## src/sv/tss_pkg.sv

```systemverilog
// ----------------------------------------------------------------------------
// tss_pkg
// Shared types and constants for the triangle scanline span unit.
// ----------------------------------------------------------------------------
package tss_pkg;

	localparam int XW = 14;
	localparam int YW = 10;
	localparam int CW = 12;

	typedef struct packed {
		logic [XW-1:0] ax;
		logic [YW-1:0] ay;
		logic [XW-1:0] bx;
		logic [YW-1:0] by;
		logic [XW-1:0] cx;
		logic [YW-1:0] cy;
	} tri_in_t;

	typedef struct packed {
		logic [5:0]          row;
		logic signed [CW-1:0] span_start;
		logic signed [CW-1:0] span_end;
		logic                last_span;
	} span_out_t;

	// Controller to datapath commands
	typedef struct packed {
		logic load;      // capture and sort triangle
		logic div_start; // start division for selected edge
		logic [1:0] div_sel; // 0: A-C, 1: A-B, 2: B-C
		logic div_step;  // one restoring-division step
		logic div_store; // store quotient into selected slope
		logic emit;      // latch span into output register
		logic next_row;  // advance row counter
	} tss_cmd_t;

	typedef struct packed {
		logic flat;      // no spans at all
		logic div_done;
		logic row_done;  // current row is past the last row
		logic last_row;  // current row is the final one
	} tss_sts_t;

	localparam logic [1:0] EDGE_AC = 2'd0;
	localparam logic [1:0] EDGE_AB = 2'd1;
	localparam logic [1:0] EDGE_BC = 2'd2;

endpackage

```

## src/sv/tss_datapath.sv

```systemverilog
// ----------------------------------------------------------------------------
// tss_datapath
// Vertex sort, shared serial divider, edge evaluation and span output.
// ----------------------------------------------------------------------------
module tss_datapath import tss_pkg::*; #(
	parameter int TILE_ROWS = 64,
	parameter int SLOPE_FRAC_BITS = 16
) (
	input  logic      clk,
	input  tri_in_t   tri_in,
	input  tss_cmd_t  cmd,
	output tss_sts_t  sts,
	output span_out_t span_q
);
	localparam int NW  = XW + SLOPE_FRAC_BITS;   // dividend magnitude width
	localparam int SW  = NW + 1;                 // signed slope width
	localparam int FB  = 4 + SLOPE_FRAC_BITS;    // fraction bits of edge value
	localparam int VW  = SW + YW + 3;            // edge accumulator width
	localparam int CTW = $clog2(NW + 1);

	// sorted vertices
	logic [XW-1:0] axq, bxq, cxq;
	logic [YW-1:0] ayq, byq, cyq;
	logic          s_q;
	logic signed [SW-1:0] sac_q, sab_q, sbc_q;
	logic [6:0] row_q;

	// sorting network
	logic [XW-1:0] x0, x1, x2, x3, x4, x5, x6, x7, x8;
	logic [YW-1:0] y0, y1, y2, y3, y4, y5, y6, y7, y8;
	always_comb begin
		{x0, y0, x1, y1} = {tri_in.ax, tri_in.ay, tri_in.bx, tri_in.by};
		if (y0 > y1 || (y0 == y1 && x0 > x1)) {x0, y0, x1, y1} = {x1, y1, x0, y0};
		{x2, y2} = {tri_in.cx, tri_in.cy};
		{x3, y3, x4, y4} = {x0, y0, x2, y2};
		if (y3 > y4 || (y3 == y4 && x3 > x4)) {x3, y3, x4, y4} = {x4, y4, x3, y3};
		{x5, y5, x6, y6} = {x1, y1, x4, y4};
		if (y5 > y6 || (y5 == y6 && x5 > x6)) {x5, y5, x6, y6} = {x6, y6, x5, y5};
		{x7, y7, x8, y8} = {x3, y3, x5, y5};
	end

	// orientation test on sorted vertices
	logic signed [YW+1:0] dyab, dyac;
	logic signed [XW+1:0] dxac, dxab;
	logic signed [XW+YW+3:0] pl, pr;
	always_comb begin
		dyab = $signed({2'b0, y8}) - $signed({2'b0, y7});
		dyac = $signed({2'b0, y6}) - $signed({2'b0, y7});
		dxac = $signed({2'b0, x6}) - $signed({2'b0, x7});
		dxab = $signed({2'b0, x8}) - $signed({2'b0, x7});
		pl = (XW+YW+4)'(dyab) * (XW+YW+4)'(dxac);
		pr = (XW+YW+4)'(dxab) * (XW+YW+4)'(dyac);
	end

	always_ff @(posedge clk) begin
		if (cmd.load) begin
			axq <= x7; ayq <= y7;
			bxq <= x8; byq <= y8;
			cxq <= x6; cyq <= y6;
			s_q <= pl < pr;
			row_q <= {1'b0, y7[YW-1:4]};
		end else if (cmd.next_row) begin
			row_q <= row_q + 7'd1;
		end
	end

	// serial restoring divider
	logic [XW-1:0] dsel_x0, dsel_x1;
	logic [YW-1:0] dsel_y0, dsel_y1;
	logic [NW-1:0] num_q, quo_q;
	logic [YW:0]   rem_q;
	logic [YW-1:0] den_q;
	logic          neg_q;
	logic [CTW-1:0] cnt_q;
	logic [YW:0]   trial;
	logic [XW:0]   dxd;
	always_comb begin
		unique case (cmd.div_sel)
			EDGE_AB: begin dsel_x0 = axq; dsel_y0 = ayq; dsel_x1 = bxq; dsel_y1 = byq; end
			EDGE_BC: begin dsel_x0 = bxq; dsel_y0 = byq; dsel_x1 = cxq; dsel_y1 = cyq; end
			default: begin dsel_x0 = axq; dsel_y0 = ayq; dsel_x1 = cxq; dsel_y1 = cyq; end
		endcase
		dxd   = {1'b0, dsel_x1} - {1'b0, dsel_x0};
		trial = {rem_q[YW-1:0], num_q[NW-1]};
	end

	always_ff @(posedge clk) begin
		if (cmd.div_start) begin
			neg_q <= dxd[XW];
			num_q <= {(dxd[XW] ? (XW)'(-dxd) : dxd[XW-1:0]), {SLOPE_FRAC_BITS{1'b0}}};
			den_q <= dsel_y1 - dsel_y0;
			rem_q <= '0;
			quo_q <= '0;
			cnt_q <= CTW'(NW);
		end else if (cmd.div_step) begin
			num_q <= num_q << 1;
			cnt_q <= cnt_q - 1'b1;
			if (trial >= {1'b0, den_q}) begin
				rem_q <= trial - {1'b0, den_q};
				quo_q <= {quo_q[NW-2:0], 1'b1};
			end else begin
				rem_q <= trial;
				quo_q <= {quo_q[NW-2:0], 1'b0};
			end
		end
	end

	// slope registers; zero height edge keeps slope zero
	logic signed [SW-1:0] qs;
	always_comb qs = (den_q == '0) ? '0 :
		(neg_q ? -$signed({1'b0, quo_q}) : $signed({1'b0, quo_q}));
	always_ff @(posedge clk) begin
		if (cmd.div_store) begin
			unique case (cmd.div_sel)
				EDGE_AB: sab_q <= qs;
				EDGE_BC: sbc_q <= qs;
				default: sac_q <= qs;
			endcase
		end
	end

	// edge evaluation for the current row
	logic lower;
	logic signed [VW-1:0] v1, v2;
	logic signed [YW+3:0] d1, d2;
	logic signed [CW-1:0] e1, e2;
	always_comb lower = row_q >= {1'b0, byq[YW-1:4]};

	function automatic logic signed [CW-1:0] col(input logic signed [VW-1:0] v);
		logic [VW-1:0] mag;
		logic [VW-1:0] p;
		begin
			mag = v[VW-1] ? VW'(-v) : VW'(v);
			p = mag >> FB;
			if (v[VW-1])
				col = (p > VW'(2048)) ? -CW'(2048) : -$signed(CW'(p));
			else
				col = (p > VW'(2047)) ? CW'(2047) : $signed(CW'(p));
		end
	endfunction

	always_comb begin
		d1 = $signed({3'b0, row_q, 4'b0} - {4'b0, ayq});
		d2 = $signed({3'b0, row_q, 4'b0} - {4'b0, (lower ? byq : ayq)});
		v1 = $signed(VW'({axq, {SLOPE_FRAC_BITS{1'b0}}})) + VW'(sac_q) * VW'(d1);
		v2 = $signed(VW'({(lower ? bxq : axq), {SLOPE_FRAC_BITS{1'b0}}}))
			+ VW'(lower ? sbc_q : sab_q) * VW'(d2);
		e1 = col(v1);
		e2 = col(v2);
	end

	// status
	logic [6:0] rend;
	always_comb begin
		rend = ({1'b0, cyq[YW-1:4]} < 7'(TILE_ROWS)) ? {1'b0, cyq[YW-1:4]} : 7'(TILE_ROWS);
		sts.flat     = (y7 == y6) || (y7[YW-1:4] == y6[YW-1:4]) ||
			({1'b0, y7[YW-1:4]} >= 7'(TILE_ROWS));
		sts.div_done = (cnt_q == '0);
		sts.row_done = row_q >= rend;
		sts.last_row = (row_q + 7'd1) >= rend;
	end

	// output register
	always_ff @(posedge clk) begin
		if (cmd.emit) begin
			span_q.row        <= row_q[5:0];
			span_q.span_start <= s_q ? e1 : e2;
			span_q.span_end   <= s_q ? e2 : e1;
			span_q.last_span  <= sts.last_row;
		end
	end

endmodule

```

## src/sv/tss_ctrl.sv

```systemverilog
// ----------------------------------------------------------------------------
// tss_ctrl
// Sequencer: load, three slope divisions, then one span beat per row.
// ----------------------------------------------------------------------------
module tss_ctrl import tss_pkg::*; (
	input  logic     clk,
	input  logic     arst_n,
	input  logic     in_valid,
	output logic     in_stall,
	input  tss_sts_t sts,
	output tss_cmd_t cmd,
	output logic     out_valid,
	input  logic     out_stall
);
	typedef enum logic [4:0] {
		ST_IDLE = 5'b00001,
		ST_DSTA = 5'b00010,
		ST_DIV  = 5'b00100,
		ST_ROW  = 5'b01000,
		ST_OUT  = 5'b10000
	} state_t;

	state_t state_q;
	logic [1:0] sel_q;
	logic ovalid_q;
	logic done_q;

	assign out_valid = ovalid_q;
	// accept input only when idle and output is free
	assign in_stall = !(state_q == ST_IDLE);

	always_comb begin
		cmd = '0;
		cmd.div_sel = sel_q;
		unique case (state_q)
			ST_IDLE: cmd.load = in_valid;
			ST_DSTA: cmd.div_start = 1'b1;
			ST_DIV:  begin
				cmd.div_step  = !sts.div_done;
				cmd.div_store = sts.div_done;
			end
			ST_ROW:  begin
				cmd.emit     = !sts.row_done && (!ovalid_q || !out_stall);
				cmd.next_row = cmd.emit;
			end
			ST_OUT:  ;
			default: ;
		endcase
	end

	always_ff @(posedge clk or negedge arst_n) begin
		if (!arst_n) begin
			state_q  <= ST_IDLE;
			sel_q    <= EDGE_AC;
			ovalid_q <= 1'b0;
			done_q   <= 1'b0;
		end else begin
			if (ovalid_q && !out_stall) ovalid_q <= 1'b0;
			if (cmd.emit) ovalid_q <= 1'b1;
			unique case (state_q)
				ST_IDLE: if (in_valid) begin
					sel_q   <= EDGE_AC;
					state_q <= sts.flat ? ST_IDLE : ST_DSTA;
				end
				ST_DSTA: state_q <= ST_DIV;
				ST_DIV:  if (sts.div_done) begin
					if (sel_q == EDGE_BC) state_q <= ST_ROW;
					else begin
						sel_q   <= sel_q + 2'd1;
						state_q <= ST_DSTA;
					end
				end
				ST_ROW:  if (cmd.emit && sts.last_row) state_q <= ST_OUT;
				ST_OUT:  if (!ovalid_q || !out_stall) state_q <= ST_IDLE;
				default: state_q <= ST_IDLE;
			endcase
			done_q <= 1'b0;
		end
	end

	// output stays valid while stalled
	a_hold: assert property (@(posedge clk) disable iff (!arst_n)
		ovalid_q && out_stall |=> ovalid_q)
		else $error("span beat dropped while stalled");
	a_noin: assert property (@(posedge clk) disable iff (!arst_n)
		state_q != ST_IDLE |-> in_stall)
		else $error("input accepted while busy");
	a_emit: assert property (@(posedge clk) disable iff (!arst_n)
		cmd.emit |-> state_q == ST_ROW)
		else $error("emit outside row state");
	a_done: assert property (@(posedge clk) disable iff (!arst_n)
		done_q == 1'b0)
		else $error("done flag stuck");

endmodule

```

## src/sv/triangle_scanline_spans_unit.sv

```systemverilog
// ----------------------------------------------------------------------------
// triangle_scanline_spans_unit
// Scanline fill of one triangle: sorted vertices, three serial slope
// divisions, then one span beat per covered row.
// Sequence: load, then per edge a start state, the serial division steps and a
// store, then the first span; one span per cycle after that while out_stall is low.
// Input: a new triangle is taken only once all spans of the last one are out.
// Flat triangles are taken and give no beat.
// Reset: arst_n clears the sequencer and output valid; data registers are not reset.
// ----------------------------------------------------------------------------
module triangle_scanline_spans_unit import tss_pkg::*; #(
	parameter int TILE_ROWS = 64,
	parameter int SLOPE_FRAC_BITS = 16
) (
	input  logic      clk,
	input  logic      arst_n,
	input  logic      in_valid,
	output logic      in_stall,
	input  tri_in_t   in_data,
	output logic      out_valid,
	input  logic      out_stall,
	output span_out_t out_data
);
	tss_cmd_t cmd;
	tss_sts_t sts;

	tss_ctrl u_ctrl (
		.clk(clk), .arst_n(arst_n), .in_valid(in_valid), .in_stall(in_stall),
		.sts(sts), .cmd(cmd), .out_valid(out_valid), .out_stall(out_stall)
	);

	tss_datapath #(.TILE_ROWS(TILE_ROWS), .SLOPE_FRAC_BITS(SLOPE_FRAC_BITS)) u_dp (
		.clk(clk), .tri_in(in_data), .cmd(cmd), .sts(sts), .span_q(out_data)
	);

endmodule

```

## config.mk

```make
export PLATFORM = sky130hd
export DESIGN_NAME = triangle_scanline_spans_unit
export DESIGN_NICKNAME = d
export VERILOG_FILES = /design/src/sv/tss_pkg.sv /design/src/sv/tss_datapath.sv /design/src/sv/tss_ctrl.sv /design/src/sv/triangle_scanline_spans_unit.sv
export SDC_FILE = /design/constraint.sdc
export NUM_CORES = 2
export LEC_CHECK = 0
export ABC_AREA = 1
export ABC_CLOCK_PERIOD_IN_PS = 31300
export BUFFER_PORTS_ARGS = -buffer_cell sky130_fd_sc_hd__buf_2
export CORE_MARGIN = 2
export CORE_UTILIZATION = 50
export CTS_BUF_LIST = sky130_fd_sc_hd__clkbuf_16
export DETAILED_ROUTE_END_ITERATION = 7
export PLACE_DENSITY = 0.76
export REMOVE_ABC_BUFFERS = 1
export SYNTH_ARGS = -nofsm -noshare
export SYNTH_HDL_FRONTEND = slang
export SYNTH_SLANG_ARGS = --single-unit
```

## constraint.sdc

```tcl
create_clock -name clk -period 31.3 [get_ports clk]
set_clock_uncertainty 0.15 [all_clocks]
set_input_delay 4.695 -clock clk [delete_from_list [all_inputs] [get_ports clk]]
set_output_delay 4.695 -clock clk [all_outputs]
set_load 0.01 [all_outputs]
```

==> qor.yml <==
end_kind: "register"
post_cts_buffers: 0
post_cts_resized: 0
grt_max_degree: 98
async_reset_ff_share_pct: 2.84
synth_mux_area_share_pct: 0.0323
dr.pass1.iters: 6
clockBufferDepth: 3
antenna_found_initial: 15
gp_congestion: 0.980
syn_inst: 8140
fp.dieW_um: 356
finalNetCount: 9684
rsz0062_at_grt: "no"
htreeDepth: 2
hold_viol_final: 0
grt_pass1_wl_um: 286000
worstPathArrival_ns: 21.21
fin_crit_sh_pct: 67.2
clk_latency_ns: 0.59
dp_hpwl_um: 152000
synthAdderAreaFrac_pct: 42.1
yosysSeqAreaShare_pct: 12.9
synthDistinctLibCells: 67
cp.required_ns: 31.49
initial_core_util_pct: 50.3
synthToLayoutAreaGrowth_pct: 5.01
yosysTopAreaCell: "fa_1"
setup_tns_ns: 0
slowest_stage: "inv_2"
ys_ff_latch: 282
cpPeakStageDelay_ns: 0.81
die-area_mm2: 0.127
synth-xor-area-share_pct: 3.26
yosys_warnings: 0
numClockSinks: 282
antenna_left: 0
worstSetupStartpointType: "input pin"
viasPerCell: 5.39
remaining_drc_errors: 0
nFillCells: 11800
synth_top_family_by_area: "adder cells"
hold_buffers: 0
synthDominantCellAreaShare_pct: 32.0
path_clk_slew_ns: 0.07
drt_iter0_markers: 4340
cts_buffers: 34
synth_area_leaders: "fa_1, inv_1, edfxtp_1"
track_usage_pct: 28.5
critical_path_class: "in -> reg"
setup_viol: 0
wl_per_cell_um: 18.1
synth_compound_gate_area_share_pct: 7.55
status: "complete, no violations"
vias: 52700
io_buffers: 108
max_cap_violations: 0
cts_tree: "yes"
wl_um: 177000
ios: 109
worstPathMaxFanout: 97
hold_path.class: "reg -> reg"
grt_pass1_vias: 53500
finalCriticalPeriod_ns: 21.02
coreArea_mm2: 0.123
drive_gt1_share_pct: 4.68
synthSimpleGateAreaFrac_pct: 21.4
cts_root_buf: "clkbuf_16"
synth_area_per_cell_um2: 7.62
worstMarginPinSlew_ns: 1.32
yosysMostFrequentCell: "inv_1"
syn-cell-area_mm2: 0.0620
fp-row-count: 129
fmax_mhz: 47.6
slew_viol_final: 0
grt.overflow.total: 0
synth_edf_count: 228
die_y_um: 356
synth_top_cells_by_count: "inv_1, nand2_1, fa_1, nor2_1, ha_1"
max_slew_margin_pct: 12.1
synth-main-ff-cell: "edfxtp_1"
## state kept, by name, summed over array words and instances (netlist names), 2 cells and up
register	count
u_dp.sab_q	31
u_dp.sac_q	31
u_dp.sbc_q	31
u_dp.span_q	31
u_dp.quo_q	30
u_dp.axq	14
u_dp.bxq	14
u_dp.cxq	14
u_dp.num_q	14
u_dp.ayq	10
u_dp.byq	10
u_dp.cyq	10
u_dp.den_q	10
u_dp.rem_q	10
u_dp.row_q	7
u_ctrl.state_q	5
u_dp.cnt_q	5
u_ctrl.sel_q	2
## worst max-delay path: cells and delay by family
| family | cells | cell delay [ns] |
|---|---|---|
| AO/OA/AOI/OAI | 12 | 2.21 |
| adder cells (fa/ha/maj) | 12 | 5.17 |
| XOR/XNOR | 2 | 0.16 |
| AND/OR/NAND/NOR | 37 | 6.46 |
| buffers and inverters | 15 | 2.43 |
## final timing paths
check | start | to | slack, ns | cells after the start
setup / recovery | in_data[29] | u_dp.s_q | 10.28 | 78
hold / removal | u_dp.rem_q[5] | u_dp.rem_q[5] | 0.33 | 2
setup reg to reg | u_dp.row_q[1] | u_dp.span_q[16] | 18.14 | 48
hold reg to reg | u_dp.rem_q[5] | u_dp.rem_q[5] | 0.33 | 2
max in group asynchronous | arst_n | u_ctrl.state_q[0] | 26.95 | 1
min in group asynchronous | arst_n | u_ctrl.out_valid | 3.81 | 1
## routing by layer
layer  track usage (%)  vias to the layer above  part of all wire, %
met2              47.2                     2070                   47
met4              12.9                       16                  5.4
li1                  -                    24700                    -
met1              36.7                    25500                   40
met5                 0                        -                0.067
met3              4.58                      427                  7.6
## cells by family after synthesis
logic type / after synthesis
AND/OR/NAND/NOR: 3195
buffers and inverters: 2084
adder cells (fa/ha/maj): 1493
AO/OA/AOI/OAI: 857
flip-flops: 282
XOR/XNOR: 227
multiplexers: 2
## through the flow
stage	setup slack (ns)	util, %	cells	hold WS, ns	cell area (um2)
floorplan	12.29	-	7930	0.290	61100
global placement	10.31	52.0	9716	0.311	64100
CTS	10.39	52.8	9775	0.328	65100
detailed placement	9.83	52.0	9716	0.311	64100
global route	8.94	52.8	9777	0.345	65100
finish	10.28	52.8	9777	0.328	65100
## final cells by class
type	instances	area, um2	area share (%)
diodes	2	5.00	0.00769
multi-input cells	5774	46200	70.9
inverters	1874	7030	10.8
repair buffers	149	848	1.30
well taps	1637	2050	3.15
clock inverters	25	165	0.254
flip-flops and latches	282	7970	12.2
clock buffers	34	851	1.31
## placed cells by master (no fill, tap or decap), drive strengths merged, types with 165 or more instances in the layout
| cell | count |
|---|---|
| xor2 | 165 |
| o21ai | 385 |
| nor2 | 779 |
| edfxtp | 228 |
| ha | 501 |
| nand3 | 288 |
| fa | 992 |
| nand2 | 1821 |
| inv | 1872 |
| a21oi | 316 |
Power is not shown: default switching activity piles up to over one toggle a cycle in this logic, so the estimate is an artifact.
